[src/rtl/gch_pkg.sv]
// shared types and constants of the 2x2 cell halftone block
// no dependencies
package gch_pkg;

  localparam int OUT_ROW_W = 12;
  localparam int OUT_COL_W = 11;
  localparam int GRAY_W    = 8;
  localparam int SUM_W     = 10;
  localparam int CFG_W     = 13;

  // register indexes of the configuration port
  localparam logic REG_IMAGE_WIDTH  = 1'b0;
  localparam logic REG_IMAGE_HEIGHT = 1'b1;

  localparam int HEIGHT_CAP = 4096;

  // cell thresholds for the four positions
  localparam logic [SUM_W-1:0] THR_A = SUM_W'((1 * 1024) / 8);
  localparam logic [SUM_W-1:0] THR_B = SUM_W'((3 * 1024) / 8);
  localparam logic [SUM_W-1:0] THR_C = SUM_W'((5 * 1024) / 8);
  localparam logic [SUM_W-1:0] THR_D = SUM_W'((7 * 1024) / 8);

  // divide by three: (s * 683) >> 11 is exact for s up to 765
  localparam logic [20:0] GRAY_RECIP = 21'd683;
  localparam int          GRAY_SHIFT = 11;

  // result slots of a cell, in emission order
  localparam logic [1:0] SLOT_UP_LEFT  = 2'd0;
  localparam logic [1:0] SLOT_HERE     = 2'd1;
  localparam logic [1:0] SLOT_LEFT     = 2'd2;
  localparam logic [1:0] SLOT_UP_RIGHT = 2'd3;

  typedef struct packed {
    logic                 is_cell;
    logic [OUT_ROW_W-1:0] row;
    logic [OUT_ROW_W-1:0] row_up;
    logic [OUT_COL_W-1:0] col;
    logic [OUT_COL_W-1:0] col_left;
    logic [GRAY_W-1:0]    gray;
    logic [3:0]           lev;
  } gch_job_t;

endpackage

[src/rtl/gch_emit.sv]
// result sequencer: turns one job into one or four output requests
// depends on gch_pkg
module gch_emit
  import gch_pkg::*;
(
  input  logic                 clk,
  input  logic                 rst,
  input  logic                 load_valid,
  output logic                 load_ready,
  input  gch_job_t             load_job,
  output logic                 out_valid,
  input  logic                 out_ready,
  output logic [OUT_ROW_W-1:0] out_row,
  output logic [OUT_COL_W-1:0] out_col,
  output logic [23:0]          out_pixel,
  output logic                 last_of_run
);

  logic     job_valid;
  gch_job_t job;
  logic [1:0] slot;

  assign last_of_run = !job.is_cell || (slot == SLOT_UP_RIGHT);
  assign out_valid   = job_valid;
  assign load_ready  = !job_valid || (out_ready && last_of_run);

  always_ff @(posedge clk) begin
    if (rst) begin
      job_valid <= 1'b0;
      slot      <= SLOT_UP_LEFT;
    end else begin
      if (load_ready) begin
        job_valid <= load_valid;
      end
      if (load_ready && load_valid) begin
        slot <= SLOT_UP_LEFT;
      end else if (job_valid && out_ready) begin
        slot <= slot + 2'd1;
      end
    end
  end

  always_ff @(posedge clk) begin
    if (load_ready && load_valid) begin
      job <= load_job;
    end
  end

  always_comb begin
    out_row   = job.row;
    out_col   = job.col;
    out_pixel = {3{job.gray}};
    if (job.is_cell) begin
      out_pixel = {24{job.lev[slot]}};
      case (slot)
        SLOT_UP_LEFT: begin
          out_row = job.row_up;
          out_col = job.col_left;
        end
        SLOT_HERE: begin
          out_row = job.row;
          out_col = job.col;
        end
        SLOT_LEFT: begin
          out_row = job.row;
          out_col = job.col_left;
        end
        SLOT_UP_RIGHT: begin
          out_row = job.row_up;
          out_col = job.col;
        end
        default: begin
          out_row = job.row;
          out_col = job.col;
        end
      endcase
    end
  end

endmodule

[config.mk]
export PLATFORM = sky130hd
export DESIGN_NAME = gch_emit
export DESIGN_NICKNAME = d
export VERILOG_FILES = /design/src/rtl/gch_pkg.sv /design/src/rtl/gch_emit.sv
export SDC_FILE = /design/constraint.sdc
export NUM_CORES = 1
export LEC_CHECK = 0
export ABC_AREA = 1
export BUFFER_PORTS_ARGS = -buffer_cell sky130_fd_sc_hd__buf_2
export CAP_MARGIN = 20
export CORE_ASPECT_RATIO = 0.8
export CORE_MARGIN = 2
export CORE_UTILIZATION = 50
export CTS_BUF_LIST = sky130_fd_sc_hd__clkbuf_16
export DETAILED_ROUTE_END_ITERATION = 16
export PLACE_DENSITY = 0.84
export SYNTH_ARGS = -nofsm -noshare
export SYNTH_HDL_FRONTEND = slang
export SYNTH_SLANG_ARGS = --single-unit
[constraint.sdc]
create_clock -name clk -period 4.3 [get_ports clk]
set_input_delay 0.645 -clock clk [delete_from_list [all_inputs] [get_ports clk]]
set_output_delay 0.645 -clock clk [all_outputs]
set_load 0.005 [all_outputs]
== Word level (Yosys, flattened, before mapping) ==
Cells that the tools add are included.

* Memory bits (read-only): 0
* Register bits after elaboration: 62
* Memories kept: 0
* Output and inout port bits: 50
* Logic and storage cells: 34
* RAM bits: 0
* Bits in latches: 0

* $lt $le $gt $ge: 1
* Equality and inequality tests: 3
* Shift-type cells: 0
* Divide/modulo/power cells: 0
* Bitwise logic cells: 0
* $mul: 0
* Reduce and logical (&&, ||, !) cells: 13
* Add/subtract/negate cells: 1
* Mux-type cells: 7

{| class="wikitable"
|+ Operator list
! cell !! number
|-
| 24-bit 2-to-1 mux || 1
|-
| 12-bit case mux with 2 select lines || 1
|-
| 11-bit case mux with 2 select lines || 1
|-
| 12-bit 2-to-1 mux || 1
|-
| 11-bit 2-to-1 mux || 1
|-
| 2-bit OR reduction || 5
|-
| 2-bit == test (second input constant) || 2
|-
| 1-bit logical AND || 3
|-
| 2-bit by 3-bit < comparator with 1-bit output (second input constant) || 1
|-
| 2-bit by 1-bit adder with 2-bit output (second input constant) || 1
|-
| 1-bit binary-select mux with 2-bit select || 1
|-
| 2-bit by 1-bit == test with 1-bit output (second input constant) || 1
|-
| 1-bit zero test || 2
|-
| 2-bit zero test || 1
|-
| 1-bit logical OR || 2
|-
| 1-bit 2-to-1 mux || 1
|}

== Logic depth before layout (Yosys ltp) ==
* Word-level depth: 6
* Mapped depth: 8
* Gate-level depth less buffers: 8

== Least setup slack after synthesis ==
OpenSTA, ideal clock, no wires.

* Kind: register -> register
* Start point: register slot[0]
* End point: register job[0] (netlist bit) (enable)
* Buffers on the path: 0
* Setup slack: 1.846 ns
* Cell stages (with the launch flop): 8
* Data required time: 3.887 ns
* Data arrival time: 2.041 ns
* Path through: dfxtp_1 > ha_1 > inv_1 > nand2_2 > nand2_1 > nand2_1 > nand2_1 > inv_1

* Word-level cells in the longest chain between the ends: 5

{| class="wikitable"
|+ RTL lines
! what !! line !! source
|-
| start, declared || gch_emit.sv:21 || <nowiki>logic [1:0] slot;</nowiki>
|-
| start signal, assigned || gch_emit.sv:38 || <nowiki>slot <= slot + 2'd1;</nowiki>
|-
| 2-bit == test || gch_emit.sv:23 || <nowiki>assign last_of_run = !job.is_cell || (slot == SLOT_UP_RIGHT);</nowiki>
|-
| 1-bit logical OR || gch_emit.sv:23 ||
|-
| named net last_of_run || gch_emit.sv:16 || <nowiki>output logic last_of_run</nowiki>
|-
| 1-bit logical AND || gch_emit.sv:25 || <nowiki>assign load_ready = !job_valid || (out_ready && last_of_run);</nowiki>
|-
| 1-bit logical OR || gch_emit.sv:25 ||
|-
| named net load_ready || gch_emit.sv:9 || <nowiki>output logic load_ready,</nowiki>
|-
| 1-bit logical AND || gch_emit.sv:44 || <nowiki>if (load_ready && load_valid) begin</nowiki>
|-
| end signal, assigned || gch_emit.sv:45 || <nowiki>job <= load_job;</nowiki>
|-
| end, declared || gch_emit.sv:20 || <nowiki>gch_job_t job;</nowiki>
|}

The timed path passes the listed nets, and every way through them passes these cells.
A chain may end at the register's enable or synchronous reset.

== Worst setup path after layout ==
* Start point: register slot[1]
* End point: output out_row[3]

* Word-level cells in the longest chain between the ends: 4
* Elaborated cells between the ends (all ways): 8
* Those cells by class: eq/ne (3); mux (2); reduce/logical (3)

{| class="wikitable"
|+ RTL lines
! what !! line !! source
|-
| 2-bit == test (tied with other cells) || gch_emit.sv:55 || <nowiki>case (slot)</nowiki>
|-
| 2-bit OR reduction (no source line) || -- ||
|-
| 12-bit case mux with 2 select lines * || gch_emit.sv:55 ||
|-
| 12-bit 2-to-1 mux * || gch_emit.sv:53 || <nowiki>if (job.is_cell) begin</nowiki>
|-
| end, declared || gch_emit.sv:13 || <nowiki>output logic [OUT_ROW_W-1:0] out_row,</nowiki>
|}

Every way passes the cells marked *; elsewhere a longest branch is shown, timed or not.

==> results_dict.tcl <==
set metrics [dict create \
    die_y_um 67.4 \
    postCtsSetupRepairBufs 0 \
    grt_antenna_before_repair 0 \
    setup_tns_ps 0 \
    r2r-end "job[25]" \
    path_clk_slew_ps 50 \
    wl_mm 4.29 \
    critical_path_class "register to output pin" \
    grt_pass1_wl_mm 6.74 \
    initialDrtViolationCount 29 \
    drive_gt1_frac 0.528 \
    vias 1586 \
    core_area_um2 4920 \
    antenna_cells 0 \
    finClkSkew_ps 3.63 \
    h-tree-depth 3 \
    cp-end-kind "output pin" \
    syn_avg_cell_area_um2 14.1 \
    holdCritPathClass "input pin to register" \
    fin_crit_ps 2630 \
    syn_area_um2 2510 \
    arrival_ps 1980 \
    cts_resized 0 \
    yosysWarnings 0 \
    start_kind "register" \
    clockBufferDepth 2 \
    viasPerCell 4.53 \
    start_util 0.510 \
    rows 23 \
    max-vdd-ir-drop_uv 375 \
    hold_violations 0 \
    drv_cap 0 \
    ys_ff_latch 62 \
    die_area_um2 5610 \
    hold_buffers 0 \
    grt_pass1_vias 1446 \
    ant_nets 0 \
    die_x_um 83.2 \
    hold_path_depth 2 \
    cts_sinks 62 \
    reg2reg_depth 8 \
    rsz0062_at_grt "no" \
    r2r_slack_ps 2490 \
    startpoint "slot[1]" \
    syn-instance-count 178 \
    gp_congestion 0.727 \
    max_freq_mhz 380 \
    stdcell_count 350 \
    grt_usage 0.165 \
    power_density_nw_per_um2 484 \
    first_pass_iters 4 \
    root_buffer "clkbuf_16" \
    crit_required_ps 3650 \
    place_ws_ps 2000 \
    worst_slack_ps 1670 \
    grt_max_degree 49 \
    drc_errors 0 \
    clk_latency_ps 320 \
    worstPathMaxFanout 12 \
    seq_area_frac_synth 0.729 \
    wl_per_cell_um 12.3 \
    ys_types 17 \
    maxSlewHeadroom 0.654 \
    synth_fp_nets 243 \
    whs_ps 486 \
    tightest_slew_ps 517 \
    cp-endpoint "out_row[3]" \
    cts_tree "done" \
    port_buffers 112 \
    power_leakage_nw 1.52 \
    setup_viol 0 \
    dp_hpwl_mm 3.11 \
    r2r_start "slot[0]" \
    power.total_mw 1.62 \
    grt-ovfl-total 0 \
    synthToLayoutAreaGrowth_pct 33.2 \
    drv_slew 0 \
    pin_count 113 \
    cts_inserted_buffers 9 \
    place_inst 334 \
    nets 348 \
    post-route-period-util 0.612 \
    status "finished, final reports clean" \
]
[kinds of logic after synthesis]
logic type / Yosys count / synth area share
simple gates: 46 / 0.0727
compound gates: 13 / 0.0379
flops: 62 / 0.729
buf+inv: 42 / 0.0927
fa+ha+maj: 2 / 0.00996
mux: 12 / 0.0538
xor+xnor: 1 / 0.00349
[where the power goes]
group | switching (mW) | internal [mW] | leakage [nW] | total, mW
Sequential | 0.00959 | 0.704 | 0.591 | 0.714
Combinational | 0.0729 | 0.0728 | 0.781 | 0.146
Clock | 0.252 | 0.508 | 0.152 | 0.760
Total | 0.334 | 1.29 | 1.52 | 1.62
[synthesized netlist by cell type]
library cell  instances  area (um2)
edfxtp_1             59        1770
nand2_1              40         150
inv_1                23        86.3
buf_4                18         135
mux2_2               12         135
o21ai_2               8        70.1
dfxtp_1               3        60.1
o21ai_1               3        15.0
ha_1                  2        25.0
nand3_1               2        10.0
nor2_1                2        7.51
a21oi_1               1        5.00
buf_6                 1        11.3
nand2_2               1        6.26
o21ai_0               1        5.00
or2_4                 1        8.76
xor2_1                1        8.76
[per-layer routing]
layer,share of wire,global-route usage,up-vias
met3,0.10,0.0758,7
met4,0.016,0.105,0
li1,-,-,796
met1,0.38,0.179,701
met2,0.50,0.269,82
met5,0,0,-
[area by class of cell]
class                   instances  area, um2
clock inverters                 7       97.6
multi-input cells              74        447
fillers                       363       1580
inverters                      23       86.3
clock buffers                   9        225
repair buffers                113        581
well taps                      62       77.6
flip-flops and latches         62       1830
[worst max-delay path, stage by stage (launching register included)]
cell and delay [ps]:
dfxtp_1 380, inv_1 70, ha_1 280, nand2_1 400, mux2_2 400, buf_2 130
[state kept, by name, indices dropped and copies added, names as in the netlist]
signal / cells
slot: 2
job: 59
out_valid: 1
[per-stage QoR]
stage | instance area (um2) | util
after floorplan | 2510 | -
after global placement | 3000 | 0.610
after detailed placement | 3020 | 0.614
after CTS | 3350 | 0.680
after global routing | 3350 | 0.680
final | 3350 | 0.680
[how the worst min path moves through the flow]
stage                       from  slack [ps]        end
CTS                          rst         470  out_valid
floorplan              out_valid         530  out_valid
global route        load_job[25]         490    job[25]
detailed placement     out_valid         520  out_valid
global placement       out_valid         510  out_valid
finish                       rst         490  out_valid
[placed cells by master (no fill, tap or decap), drive strengths merged]
master / synthesis / final
nand3: 2 / 2
nor2: 2 / 2
bufinv: 0 / 2
or2: 1 / 1
o21ai: 12 / 12
clkbuf: 0 / 9
inv: 23 / 24
a21oi: 1 / 1
clkinvlp: 0 / 2
ha: 2 / 2
nand2: 41 / 41
xor2: 1 / 1
edfxtp: 59 / 59
dfxtp: 3 / 3
mux2: 12 / 12
buf: 19 / 113
clkinv: 0 / 2
(Power assumes the default switching activity.)
